===== src/rtl/srfp_pkg.sv =====
package srfp_pkg;

   localparam int WIN_DEPTH = 9;
   localparam int FILL_W    = 4;

   localparam logic [7:0] START_MARK = 8'hAA;
   localparam logic [7:0] END_MARK   = 8'hFF;
   localparam logic [7:0] AD_REPLY   = 8'hA1;
   localparam logic [7:0] SIGN_NEG   = 8'h01;

   localparam int READING_W = 25;
   localparam int RSP_W     = 48;

   // window taps, index 0 oldest; full means all nine taps hold received bytes
   typedef struct packed {
      logic [WIN_DEPTH-1:0][7:0] taps;
      logic                      full;
   } window_type;

   // one decoded reply; packed so that frame_ok sits in the lowest bit
   typedef struct packed {
      logic signed [READING_W-1:0] reading;
      logic                        negative_flag;
      logic [7:0]                  module_address;
      logic [7:0]                  reply_command;
      logic                        frame_ok;
   } result_type;

   typedef struct packed {
      logic       hit;
      result_type result;
   } decode_type;

endpackage


===== src/rtl/srfp_window.sv =====
module srfp_window
   import srfp_pkg::*;
(
   input  logic       clock,
   input  logic       reset,
   input  logic       shift,
   input  logic       clear,
   input  logic [7:0] rx_byte,
   output window_type window
);

   logic [WIN_DEPTH-1:0][7:0] taps_ff;
   logic [FILL_W-1:0]         fill_ff;
   logic [FILL_W-1:0]         fill_in;

   // shift toward the oldest tap, newest byte enters at the top
   always_ff @(posedge clock) begin
      if (shift) begin
         for (int i = 0; i < WIN_DEPTH - 1; i++) begin
            taps_ff[i] <= taps_ff[i+1];
         end
         taps_ff[WIN_DEPTH-1] <= rx_byte;
      end
   end

   always_comb begin
      fill_in = fill_ff;
      if (clear) begin
         fill_in = '0;
      end else if (shift && (fill_ff != FILL_W'(WIN_DEPTH))) begin
         fill_in = fill_ff + FILL_W'(1);
      end
   end

   always_ff @(posedge clock) begin
      if (reset) begin
         fill_ff <= '0;
      end else begin
         fill_ff <= fill_in;
      end
   end

   assign window.taps = taps_ff;
   assign window.full = (fill_ff == FILL_W'(WIN_DEPTH));

endmodule


===== src/rtl/srfp_decode.sv =====
module srfp_decode
   import srfp_pkg::*;
(
   input  window_type window,
   input  logic [7:0] rx_byte,
   output decode_type decode
);

   logic [15:0]          sum;
   logic [15:0]          given;
   logic [23:0]          mag;
   logic                 neg;
   logic [READING_W-1:0] mag_ext;

   always_comb begin
      sum = 16'(window.taps[1]) + 16'(window.taps[2]) + 16'(window.taps[3])
          + 16'(window.taps[4]) + 16'(window.taps[5]) + 16'(window.taps[6]);
      given   = {window.taps[7], window.taps[8]};
      mag     = {window.taps[4], window.taps[5], window.taps[6]};
      mag_ext = {1'b0, mag};
      neg     = (window.taps[1] != AD_REPLY) && (window.taps[3] == SIGN_NEG);

      decode.hit = window.full && (window.taps[0] == START_MARK) && (rx_byte == END_MARK);
      decode.result = '0;
      if (sum == given) begin
         decode.result.frame_ok       = 1'b1;
         decode.result.reply_command  = window.taps[1];
         decode.result.module_address = window.taps[2];
         decode.result.negative_flag  = neg;
         decode.result.reading        = neg ? -mag_ext : mag_ext;
      end
   end

endmodule


===== src/rtl/scale_reply_frame_parser_top.sv =====
// Reply frame parser for a serial weighing sensor module. Received bytes enter
// one word per cycle on the req_ stream; the block keeps the last nine bytes and
// recognizes a ten-byte frame when the oldest held byte is 0xAA and the new byte
// is 0xFF. For a frame it sends one rsp_ word: on a matching checksum (16-bit sum
// of bytes 1..6 against bytes 7..8, big-endian) frame_ok is 1 with command,
// address, sign and a signed 25-bit reading (byte 3 equal to 1 marks negative,
// except for the raw AD reply 0xA1); on a mismatch frame_ok is 0 and all other
// fields are 0. Either way the window is emptied and the closing 0xFF is not
// kept. Bytes that close no frame produce no word. A byte is taken every cycle
// unless a stalled reply holds it up; a reply is presented once its closing byte,
// held in the input register, moves on and the reply loads into the result
// register. A reply stalled on rsp_tready holds up only a byte that closes
// another frame behind it.
module scale_reply_frame_parser_top
   import srfp_pkg::*;
(
   input  logic             clock,
   input  logic             reset,
   input  logic             req_tvalid,
   output logic             req_tready,
   input  logic [7:0]       req_tdata,  // [7:0] rx_byte
   output logic             rsp_tvalid,
   input  logic             rsp_tready,
   output logic [RSP_W-1:0] rsp_tdata   // [0] frame_ok, [8:1] reply_command,
                                        // [16:9] module_address, [17] negative_flag,
                                        // [42:18] reading, [47:43] zero
);

   logic       s1_valid_ff;
   logic       s1_valid_in;
   logic [7:0] s1_byte_ff;

   result_type rsp_data_ff;
   logic       rsp_valid_ff;
   logic       rsp_valid_in;

   window_type window;
   decode_type decode;

   logic out_free;
   logic s1_advance;
   logic rsp_load;

   // decide on the held byte against the current window
   srfp_decode u_decode (
      .window  (window),
      .rx_byte (s1_byte_ff),
      .decode  (decode)
   );

   // result register empties this cycle or is already empty
   assign out_free   = !rsp_valid_ff || rsp_tready;
   // a byte without a frame always moves on; a frame waits for room
   assign s1_advance = s1_valid_ff && (!decode.hit || out_free);
   assign rsp_load   = s1_advance && decode.hit;
   assign req_tready = !s1_valid_ff || s1_advance;

   // append a plain byte, drop the whole window on a frame
   srfp_window u_window (
      .clock   (clock),
      .reset   (reset),
      .shift   (s1_advance && !decode.hit),
      .clear   (rsp_load),
      .rx_byte (s1_byte_ff),
      .window  (window)
   );

   // input register
   always_comb begin
      s1_valid_in = s1_valid_ff;
      if (req_tready) begin
         s1_valid_in = req_tvalid;
      end
   end

   always_ff @(posedge clock) begin
      if (reset) begin
         s1_valid_ff <= 1'b0;
      end else begin
         s1_valid_ff <= s1_valid_in;
      end
   end

   always_ff @(posedge clock) begin
      if (req_tvalid && req_tready) begin
         s1_byte_ff <= req_tdata;
      end
   end

   // result register
   always_comb begin
      rsp_valid_in = rsp_valid_ff;
      if (rsp_load) begin
         rsp_valid_in = 1'b1;
      end else if (rsp_tready) begin
         rsp_valid_in = 1'b0;
      end
   end

   always_ff @(posedge clock) begin
      if (reset) begin
         rsp_valid_ff <= 1'b0;
      end else begin
         rsp_valid_ff <= rsp_valid_in;
      end
   end

   always_ff @(posedge clock) begin
      if (rsp_load) begin
         rsp_data_ff <= decode.result;
      end
   end

   assign rsp_tvalid = rsp_valid_ff;
   assign rsp_tdata  = {(RSP_W - $bits(result_type))'(0), rsp_data_ff};

`ifndef ASSERT_OFF
   // an error reply carries nothing but the cleared flag
   assert property (@(posedge clock) disable iff (reset)
      rsp_tvalid && !rsp_tdata[0] |-> rsp_tdata[RSP_W-1:1] == '0)
      else $error("error reply with nonzero fields");

   // the raw AD reply never carries a sign
   assert property (@(posedge clock) disable iff (reset)
      rsp_tvalid && rsp_tdata[17] |-> rsp_tdata[8:1] != AD_REPLY)
      else $error("negative flag on AD reply");

   // a recognized frame empties the window
   assert property (@(posedge clock) disable iff (reset)
      rsp_load |=> !window.full)
      else $error("window not cleared after frame");

   // a frame is never dropped: the result register must have room when loaded
   assert property (@(posedge clock) disable iff (reset)
      rsp_load |-> out_free)
      else $error("reply overwritten");
`endif

endmodule

===== config.mk =====
export PLATFORM = sky130hd
export DESIGN_NAME = scale_reply_frame_parser_top
export DESIGN_NICKNAME = d
export VERILOG_FILES = /design/src/rtl/srfp_pkg.sv /design/src/rtl/srfp_window.sv /design/src/rtl/srfp_decode.sv /design/src/rtl/scale_reply_frame_parser_top.sv
export SDC_FILE = /design/constraint.sdc
export NUM_CORES = 1
export LEC_CHECK = 0
export CELL_PAD_IN_SITES_DETAIL_PLACEMENT = 1
export CELL_PAD_IN_SITES_GLOBAL_PLACEMENT = 2
export CORE_AREA = 8 8 163 165
export CTS_CLUSTER_SIZE = 24
export DETAILED_ROUTE_END_ITERATION = 16
export DIE_AREA = 0 0 171 173
export DONT_BUFFER_PORTS = 1
export HOLD_SLACK_MARGIN = 0.03
export PLACE_DENSITY_LB_ADDON = 0.1
export SLEW_MARGIN = 20
export SYNTH_ARGS = -nofsm -noshare
export SYNTH_HDL_FRONTEND = slang
export SYNTH_SLANG_ARGS = --single-unit

===== constraint.sdc =====
create_clock -name clock -period 13.3 [get_ports clock]
set_clock_uncertainty 0.05 [all_clocks]
set_input_delay 1.33 -clock clock [delete_from_list [all_inputs] [get_ports clock]]
set_output_delay 1.33 -clock clock [all_outputs]
set_load 0.05 [all_outputs]

Word-level counts from Yosys, hierarchy flattened. Index checks and enable logic that the tools add are counted.

$add $sub $neg: 7. Equality and inequality tests: 7. Muxes and demuxes: 4. Reductions and logical operators: 17.

Operators with widths (number): 16-bit by 8-bit adder with 16-bit output (4); 24-bit negation with 25-bit output (1); 24-bit two-way mux (1); 16-bit equality test (1); 8-bit equality test, second input constant (2); 8-bit by 8-bit adder with 9-bit output (1); 8-bit by 1-bit equality test with 1-bit output, second input constant (1); 1-bit logical AND (8); 8-bit inequality test, second input constant (1); 4-bit by 1-bit adder with 4-bit output, second input constant (1); 4-bit equality test, second input constant (1); 4-bit inequality test, second input constant (1); 1-bit logical NOT (3); 1-bit logical OR (3); 1-bit two-way mux (3); 2-bit AND reduction (1); 2-bit nonzero test (1); 2-bit OR reduction (1).

Register bits: 129.

Longest topological paths before layout. Gate-level depths: netlist of run 1.

Word-level depth: 8. Depth in mapped cells: 23. Gate-level depth less buffers: 21.

Modules after synthesis. Synthesis of run 1 repeated with hierarchy kept, for this count alone.

Cell total of the unflattened synthesis: 458. Area, all modules: 6327.3 um^2.

By module, submodules not included: srfp_window (instances 1, cells an instance 95, area an instance 2381.0 um^2, sequential area each 2242.2 um^2); srfp_decode (instances 1, cells an instance 295, area an instance 2260.9 um^2, sequential area each 0.0 um^2); scale_reply_frame_parser_top (instances 1, cells an instance 68, area an instance 1685.4 um^2, sequential area each 1571.5 um^2).

Least setup slack after synthesis of run 1. Ideal clock, no wire load.

Kind: register to register. Start point: register u_window.taps_ff (netlist bit u_window.window[10]). End point: register rsp_data_ff (netlist bit rsp_tdata[10]), data pin. Arrival: 4.901 ns. Data required time: 12.980 ns. Slack: 8.079 ns. Stages on the path, launching flop included: 20. Path through: edfxtp_1 ha_1 a21o_1 a21oi_1 o21ai_0 o41ai_1 xor2_1 fa_1 inv_1 fa_1 fa_1 ha_1 a21o_1 a21oi_1 mux2_2 nor2_1 a211o_1 clkbuf_1 clkbuf_1 nor3_1.

Word-level cells in the longest chain between the ends: 6.

RTL lines: start, declared (RTL line srfp_window.sv:12) `logic [WIN_DEPTH-1:0][7:0] taps_ff;`; start signal, assigned by index (RTL line srfp_window.sv:20) `taps_ff[i] <= taps_ff[i+1];`; start signal, assigned by index (RTL line srfp_window.sv:22) `taps_ff[WIN_DEPTH-1] <= rx_byte;`; 8-bit by 8-bit adder with 9-bit output (RTL line srfp_decode.sv:16) `sum = 16'(window.taps[1]) + 16'(window.taps[2]) + 16'(window.taps[3])`; 16-bit by 8-bit adder with 16-bit output (RTL line srfp_decode.sv:16); 16-bit by 8-bit adder with 16-bit output (3 in series) (RTL line srfp_decode.sv:17) `+ 16'(window.taps[4]) + 16'(window.taps[5]) + 16'(window.taps[6]);`; 16-bit equality test (RTL line srfp_decode.sv:25) `if (sum == given) begin`; end signal, assigned (RTL line scale_reply_frame_parser_top.sv:110) `rsp_data_ff <= decode.result;`; end, declared (RTL line scale_reply_frame_parser_top.sv:33) `result_type rsp_data_ff;`.

Every way passes these cells. A chain may end at the register's enable or synchronous reset.

Worst setup path in the final report of run 1.
Start point: register u_window.taps_ff (netlist bit u_window.window[9]). End point: register rsp_data_ff (netlist bit rsp_tdata[33]), data pin.

Word-level cells in the longest chain between the ends: 6. Elaborated cells on any way between the ends: 9. Those cells by class: add/sub (5); eq/ne (2); mux (1); reduce/logical (1).

RTL lines (RTL line): 8-bit by 8-bit adder with 9-bit output (srfp_decode.sv:16); 16-bit by 8-bit adder with 16-bit output (srfp_decode.sv:16); 16-bit by 8-bit adder with 16-bit output (3 in series) (srfp_decode.sv:17); 16-bit equality test (srfp_decode.sv:25).

Parallel ways exist; a longest one is shown, timed or not.

==> flow_metrics.tcl, run 1 <==
set metrics [dict create \
    status "completed" \
    fin_ws_ps 7580 \
    postSynthAreaPerCell_sq_um 13.5 \
    ys_seq_elements 129 \
    root_buffer "clkbuf_16" \
    multiInputGateArea_sq_mm 0.00230 \
    grt_usage_pct 11.0 \
    rsz0062_at_grt "no" \
    insertedDiodeCount 0 \
    die_x_microns 171 \
    yosysTopAreaCell "edfxtp_1" \
    drive_gt1_share_pct 9.86 \
    cts.sinks 129 \
    initial_core_util_pct 26.7 \
    wirelength_microns 15500 \
    stdcell_area_sq_mm 0.00739 \
    cts_made_buffers 17 \
    final_nets 545 \
    final-seq-area_sq_mm 0.00381 \
    setup_viol 0 \
    fin_cells 821 \
    pre_cts_slack_ps 7560 \
    synth-async-reset-ratio_pct 0 \
    seq_area_frac_synth_pct 59.7 \
    synth_flop_cell "edfxtp_1" \
    setup_tns_ps 0 \
    io_buffers 0 \
    cts_hold_buf 0 \
    crit_path_max_fanout 43 \
    yosysUniqueCellTypes 52 \
    fillers 2613 \
    mappedNetlistArea_sq_mm 0.00639 \
    remaining_drc_errors 0 \
    synth_edf_count 123 \
    crit_path_start_kind "register" \
    grt_pass1_wl_microns 24300 \
    finalHoldViolCount 0 \
    grt_pass1_vias 3943 \
    critPathKind "register to register" \
    min_period_ps 5720 \
    crit_required_ps 13390 \
    grt_max_degree 73 \
    netlist_top_cells_area "edfxtp_1 58%, fa_1 7.8%, ha_1 4.7%" \
    design.die.area_sq_mm 0.0296 \
    fmax_mhz 175 \
    drt_first_iter_violations 127 \
    ys_warn_count 0 \
    synthCells 474 \
    viasPerCell 4.37 \
    hp-class "register to register" \
    vdd_drop_max_mv 0.0982 \
    synth_top_area_share_pct 57.8 \
    tightest_slew_ps 961 \
    vias 3587 \
    htreeDepth 4 \
    cts_tree "built" \
    row_count 57 \
    hold_slack_ps 392 \
    cp.arrival_ps 5810 \
    cap_violations 0 \
    place_area_sq_mm 0.00678 \
    relSlewSlack_pct 36.0 \
    drt_first_pass_iters 4 \
    final_antenna_net_count 0 \
    cts.reportedPaths.clkPinSlew_ps 60 \
    coreArea_sq_mm 0.0240 \
    layout_worst_path_cycle_share_pct 43.0 \
    ioPinCount 62 \
    die_y_microns 173 \
    leakage_nw 2.67 \
    clockBufferDepth 2 \
    place_inst 789 \
    grt_antenna_before_repair 1 \
    avgRoutedWirePerCell_microns 18.9 \
    slew_violations 0 \
    end_kind "register" \
    cts_resized 0 \
    overflow 0 \
    clock_latency_ps 410 \
    syn2layout_area_growth_pct 15.7 \
    postCtsSetupBuffers 0 \
    gp_congestion 0.705 \
    power.density_mw_per_mm2 168 \
    place.detailed.hpwl_microns 11300 \
]
[layout by cell type (no fill, tap or decap), types with 3 or more instances in the layout]
cell type   netlist  layout
edfxtp_1        123     123
inv_1            61      61
nor3_1           42      42
fa_1             25      25
xnor2_1          24      24
ha_1             24      24
xor2_1           21      21
clkbuf_16         0      17
nor2_1           15      14
o21ai_0          13      13
nand2_1          12      12
a21oi_1          12      12
o31ai_1           8       8
nand4_1           6       6
dfxtp_1           6       6
a21o_1            5       5
nand3_1           5       5
conb_1            1       5
buf_4             5       5
nor2b_1           5       4
inv_6             0       4
a31oi_1           3       3
o41ai_1           3       3
or4_1             3       3
or3_4             3       3
clkinvlp_4        0       3
bufinv_16         0       3
[cell usage after synthesis (2+ instances only)]
| master | instances |
|---|---|
| nand4b_1 | 2 |
| o31a_1 | 2 |
| o21a_1 | 2 |
| a311oi_1 | 2 |
| nor4_1 | 2 |
| inv_1 | 61 |
| ha_1 | 24 |
| o31ai_1 | 8 |
| or3_4 | 3 |
| nand4_1 | 6 |
| or4_1 | 3 |
| nor3_1 | 42 |
| nor3_2 | 2 |
| a31oi_1 | 3 |
| nor2_1 | 15 |
| nor3b_1 | 2 |
| xor2_1 | 21 |
| buf_4 | 5 |
| o21ai_0 | 13 |
| clkbuf_1 | 13 |
| dfxtp_1 | 6 |
| o41ai_1 | 3 |
| or3_1 | 2 |
| nor2b_1 | 5 |
| edfxtp_1 | 123 |
| a21oi_1 | 12 |
| nand2_1 | 12 |
| fa_1 | 25 |
| nand3_1 | 5 |
| a21o_1 | 5 |
| xnor2_1 | 24 |
[through the flow]
stage / total power, W / utilization [%]
after floorplan: 0.000692 / -
after CTS: 0.00127 / 30.8
after global routing: 0.00131 / 30.8
after global placement: 0.000766 / 28.3
final: 0.00124 / 30.8
after detailed placement: 0.000767 / 28.3
[state kept, by name, summed over array words and instances (netlist names)]
signal            flops
s1_valid_ff           1
rsp_tvalid            1
u_window.window      72
rsp_tdata            43
s1_byte_ff            8
u_window.fill_ff      4
[final cells by class]
cell class | count | area share (%)
clock inverter | 14 | 2.44
clock buffer | 18 | 5.81
multi-input combinational | 270 | 31.1
sequential | 129 | 51.6
inverter | 61 | 3.10
timing repair buffer | 5 | 0.508
tap | 324 | 5.49
[logic make-up (layout without fill, tap and decap cells)]
| kind of cell | count (synthesis) | after routing | synth area share (%) |
|---|---|---|---|
| AO/OA/AOI/OAI | 61 | 61 | 6.92 |
| buffers and inverters | 79 | 98 | 4.94 |
| adder cells (fa/ha/maj) | 49 | 49 | 12.5 |
| XOR/XNOR | 45 | 45 | 6.17 |
| multiplexers | 2 | 2 | 0.333 |
| other | 1 | 5 | 0.0587 |
| AND/OR/NAND/NOR | 108 | 108 | 9.34 |
| flip-flops | 129 | 129 | 59.7 |
[layer usage]
metal  vias up  global-route usage, %  wire length [microns]  share of wire (%)
met1      1784                   14.1                   7340                 47
li1       1723                      -                      -                  -
met2        58                   17.5                   7430                 48
met3        20                   2.98                    456                2.9
met4         2                   3.84                    287                1.8
met5         -                      0                     13              0.084
[power breakdown]
group / total [W] / switching (W) / internal, W
clock: 0.000488 / 0.000189 / 0.000298
sequential: 0.000467 / 0.0000113 / 0.000456
combinational: 0.000283 / 0.000179 / 0.000104
total: 0.00124 / 0.000380 / 0.000858
[final timing paths]
path                  startpoint                   to  slack [ps]  depth (start not counted)
max reg2reg   u_window.window[9]        rsp_tdata[33]        7580                         18
min          u_window.window[64]  u_window.window[56]         390                          0
min reg2reg  u_window.window[64]  u_window.window[56]         390                          0
max           u_window.window[9]        rsp_tdata[33]        7580                         18
[worst max-delay path, stage by stage, from the launching register on]
cell and delay (ps):
edfxtp_1 460, ha_1 260, a21o_1 180, a21oi_1 220, o21ai_0 180, o41ai_1 380
xor2_1 230, fa_1 440, inv_1 90, fa_1 440, fa_1 470, ha_1 400
a21o_1 220, a21oi_1 230, mux2_2 370, nor2_1 110, a211o_1 130, buf_4 430
nor3_1 140
Power figures use the tool's default switching activity.
==> run 2, diff against run 1 <==
--- a/config.mk
+++ b/config.mk
@@ -5,12 +5,13 @@
 export SDC_FILE = /design/constraint.sdc
 export NUM_CORES = 1
 export LEC_CHECK = 0
+export ABC_AREA = 1
 export CELL_PAD_IN_SITES_DETAIL_PLACEMENT = 1
 export CELL_PAD_IN_SITES_GLOBAL_PLACEMENT = 2
-export CORE_AREA = 8 8 163 165
+export CORE_AREA = 8 8 165 167
 export CTS_CLUSTER_SIZE = 24
 export DETAILED_ROUTE_END_ITERATION = 16
-export DIE_AREA = 0 0 171 173
+export DIE_AREA = 0 0 173 175
 export DONT_BUFFER_PORTS = 1
 export HOLD_SLACK_MARGIN = 0.03
 export PLACE_DENSITY_LB_ADDON = 0.1
==> constraint.sdc (replaced) <==
create_clock -name clock -period 5.1 [get_ports clock]
set_clock_uncertainty 0.05 [all_clocks]
set_input_delay 0.51 -clock clock [delete_from_list [all_inputs] [get_ports clock]]
set_output_delay 0.51 -clock clock [all_outputs]
set_load 0.05 [all_outputs]
==> run 2 against run 1 <==
  * Synthesized area increased by 2.4%
  * Flip-flop and latch count did not move
  * Total power is 150% higher
  * Critical path depth grew 5
  * Routed wire length grew 6.8%
  * Largest power group unchanged
  * Synthesized cell count rose by 23%
  * Utilization rose by 1.2 points
  * Clock-buffer cell count stayed put
==> flow_metrics.tcl, run 2 <==
set metrics [dict create \
    leakage_nw 3.13 \
    remaining_drc_errors 0 \
    netlist_top_cells_area "edfxtp_1 56%, fa_1 7.7%, inv_1 6.1%" \
    synth_flop_cell "edfxtp_1" \
    synthTopCellsByCount "123 x edfxtp_1, 106 x inv_1, 91 x nor2_1" \
    coreArea_sq_mm 0.0247 \
    die_y_microns 175 \
    pre_cts_slack_ps -57.3 \
    critPathKind "register to register" \
    cts_made_buffers 17 \
    cts_tree "built" \
    crit_required_ps 5320 \
    cts.sinks 129 \
    end_kind "register" \
    viasPerCell 4.17 \
    final-seq-area_sq_mm 0.00381 \
    clock_latency_ps 420 \
    synth_edf_count 123 \
    grt_pass1_vias 4426 \
    grt_antenna_before_repair 0 \
    die_x_microns 173 \
    ioPinCount 62 \
    finalHoldViolCount 0 \
    row_count 58 \
    relSlewSlack_pct 32.3 \
    synth-async-reset-ratio_pct 0 \
    cp.arrival_ps 5230 \
    final_nets 670 \
    final_cell_mix "123 x edfxtp_1, 103 x inv_1, 72 x nand2_1" \
    grt_max_degree 73 \
    status "completed" \
    crit_path_max_fanout 7 \
    cap_violations 0 \
    ys_warn_count 0 \
    tightest_slew_ps 1020 \
    multiInputGateArea_sq_mm 0.00251 \
    min_period_ps 5010 \
    power.density_mw_per_mm2 392 \
    avgRoutedWirePerCell_microns 17.4 \
    syn2layout_area_growth_pct 20.8 \
    yosysMostFrequentCell "edfxtp_1" \
    cts.reportedPaths.clkPinSlew_ps 60 \
    yosysTopAreaCell "edfxtp_1" \
    cts_hold_buf 0 \
    synthCells 584 \
    initial_core_util_pct 26.5 \
    vdd_drop_max_mv 0.162 \
    yosysUniqueCellTypes 32 \
    htreeDepth 4 \
    grt_usage_pct 11.0 \
    gp_congestion 0.770 \
    finalPower_w 0.00309 \
    postSynthAreaPerCell_sq_um 11.2 \
    fin_ws_ps 94.3 \
    root_buffer "clkbuf_16" \
    hold_slack_ps 107 \
    rsz0062_at_grt "yes" \
    fillers 2730 \
    wirelength_microns 16600 \
    ys_seq_elements 129 \
    drive_gt1_share_pct 17.4 \
    vias 3974 \
    design.die.area_sq_mm 0.0303 \
    final_antenna_net_count 0 \
    overflow 0 \
    drt_first_pass_iters 6 \
    grt_pass1_wl_microns 25400 \
    largest_reg_flops 72 \
    layout_worst_path_cycle_share_pct 98.2 \
    crit_path_start_kind "register" \
    fmax_mhz 200 \
    io_buffers 0 \
    drt_first_iter_violations 135 \
    hp-class "primary input to register" \
    setup_viol 0 \
    mostFrequentLayoutCell "edfxtp_1" \
    mappedNetlistArea_sq_mm 0.00654 \
    seq_area_frac_synth_pct 58.3 \
    place.detailed.hpwl_microns 12100 \
    insertedDiodeCount 0 \
    synth_top_area_share_pct 56.5 \
    slew_violations 0 \
    clockBufferDepth 2 \
]
==> run 2: path summary, 6_finish.rpt <==
kind,start,endpoint,slack [ps],depth (start not counted)
worst max-delay path,u_window.window[9],rsp_tdata[10],90,23
worst min-delay path,reset,rsp_tvalid,110,1
worst min register to register,u_window.window[65],u_window.window[57],400,0
worst max register to register,u_window.window[9],rsp_tdata[10],90,23
==> run 2: worst max-delay path, stage by stage, from the launching register on <==
cell and delay, ps:
edfxtp_1 380, ha_2 200, inv_2 40, fa_1 490, inv_2 50, fa_1 510
inv_2 50, fa_1 510, fa_1 500, inv_1 50, ha_2 190, fa_1 510
nand2_1 90, nand2_1 60, nor2_2 90, nand2_1 60, nor2_2 120, nand3_2 100
nor2_1 90, nand3_1 110, nor2_4 160, nand2_4 130, clkbuf_16 210, nor2_1 100
==> run 2: cell type report <==
cell class                      count  area share (%)
Clock inverter                     14            2.09
Sequential cell                   129            48.3
Clock buffer                       18            5.43
Multi-Input combinational cell    341            31.8
Tap cell                          330            5.23
Timing Repair Buffer               13            2.09
Inverter                          107            5.08
==> run 2: cells by family (layout without fill, tap and decap cells) <==
kind of cell    count (synthesis)  count (layout)  synth area share [%]
simple gates                  221             221                  14.4
flops                         129             129                  58.3
buf+inv                       118             152                  7.56
fa+ha+maj                      49              49                  12.2
compound gates                 33              33                  2.83
xor+xnor                       33              33                  4.63
other cells                     1               5                0.0574
==> run 2: routing by layer <==
layer  track usage, %  vias up  wire [microns]
li1                 -     1937               -
met3             2.81       22             527
met5                0        -               0
met1             12.6     1953            7130
met4             4.35        0             333
met2             19.5       62            8590
==> run 2: where the power goes <==
part | internal, W | switching (W) | total [W]
Clock | 0.000767 | 0.000488 | 0.00126
Combinational | 0.000255 | 0.000370 | 0.000625
Sequential | 0.00119 | 0.0000247 | 0.00121
==> run 2: timing repair <==
item	in CTS	in global routing
setup buffers	0	3
gates cloned	0	3
gates resized for setup	2	68
endpoints found under the setup margin	29	43
pin swaps	0	13
==> run 2: per-stage QoR <==
step / util [%] / cells / setup TNS, ps / area (sq um)
after floorplan: - / 588 / 0 / 6550
after CTS: 30.7 / 946 / 0 / 7560
after detailed placement: 28.2 / 914 / -556 / 6970
final: 32.0 / 952 / 0 / 7900
after global placement: 28.2 / 914 / -29.0 / 6970
after global routing: 32.0 / 952 / -5850 / 7900
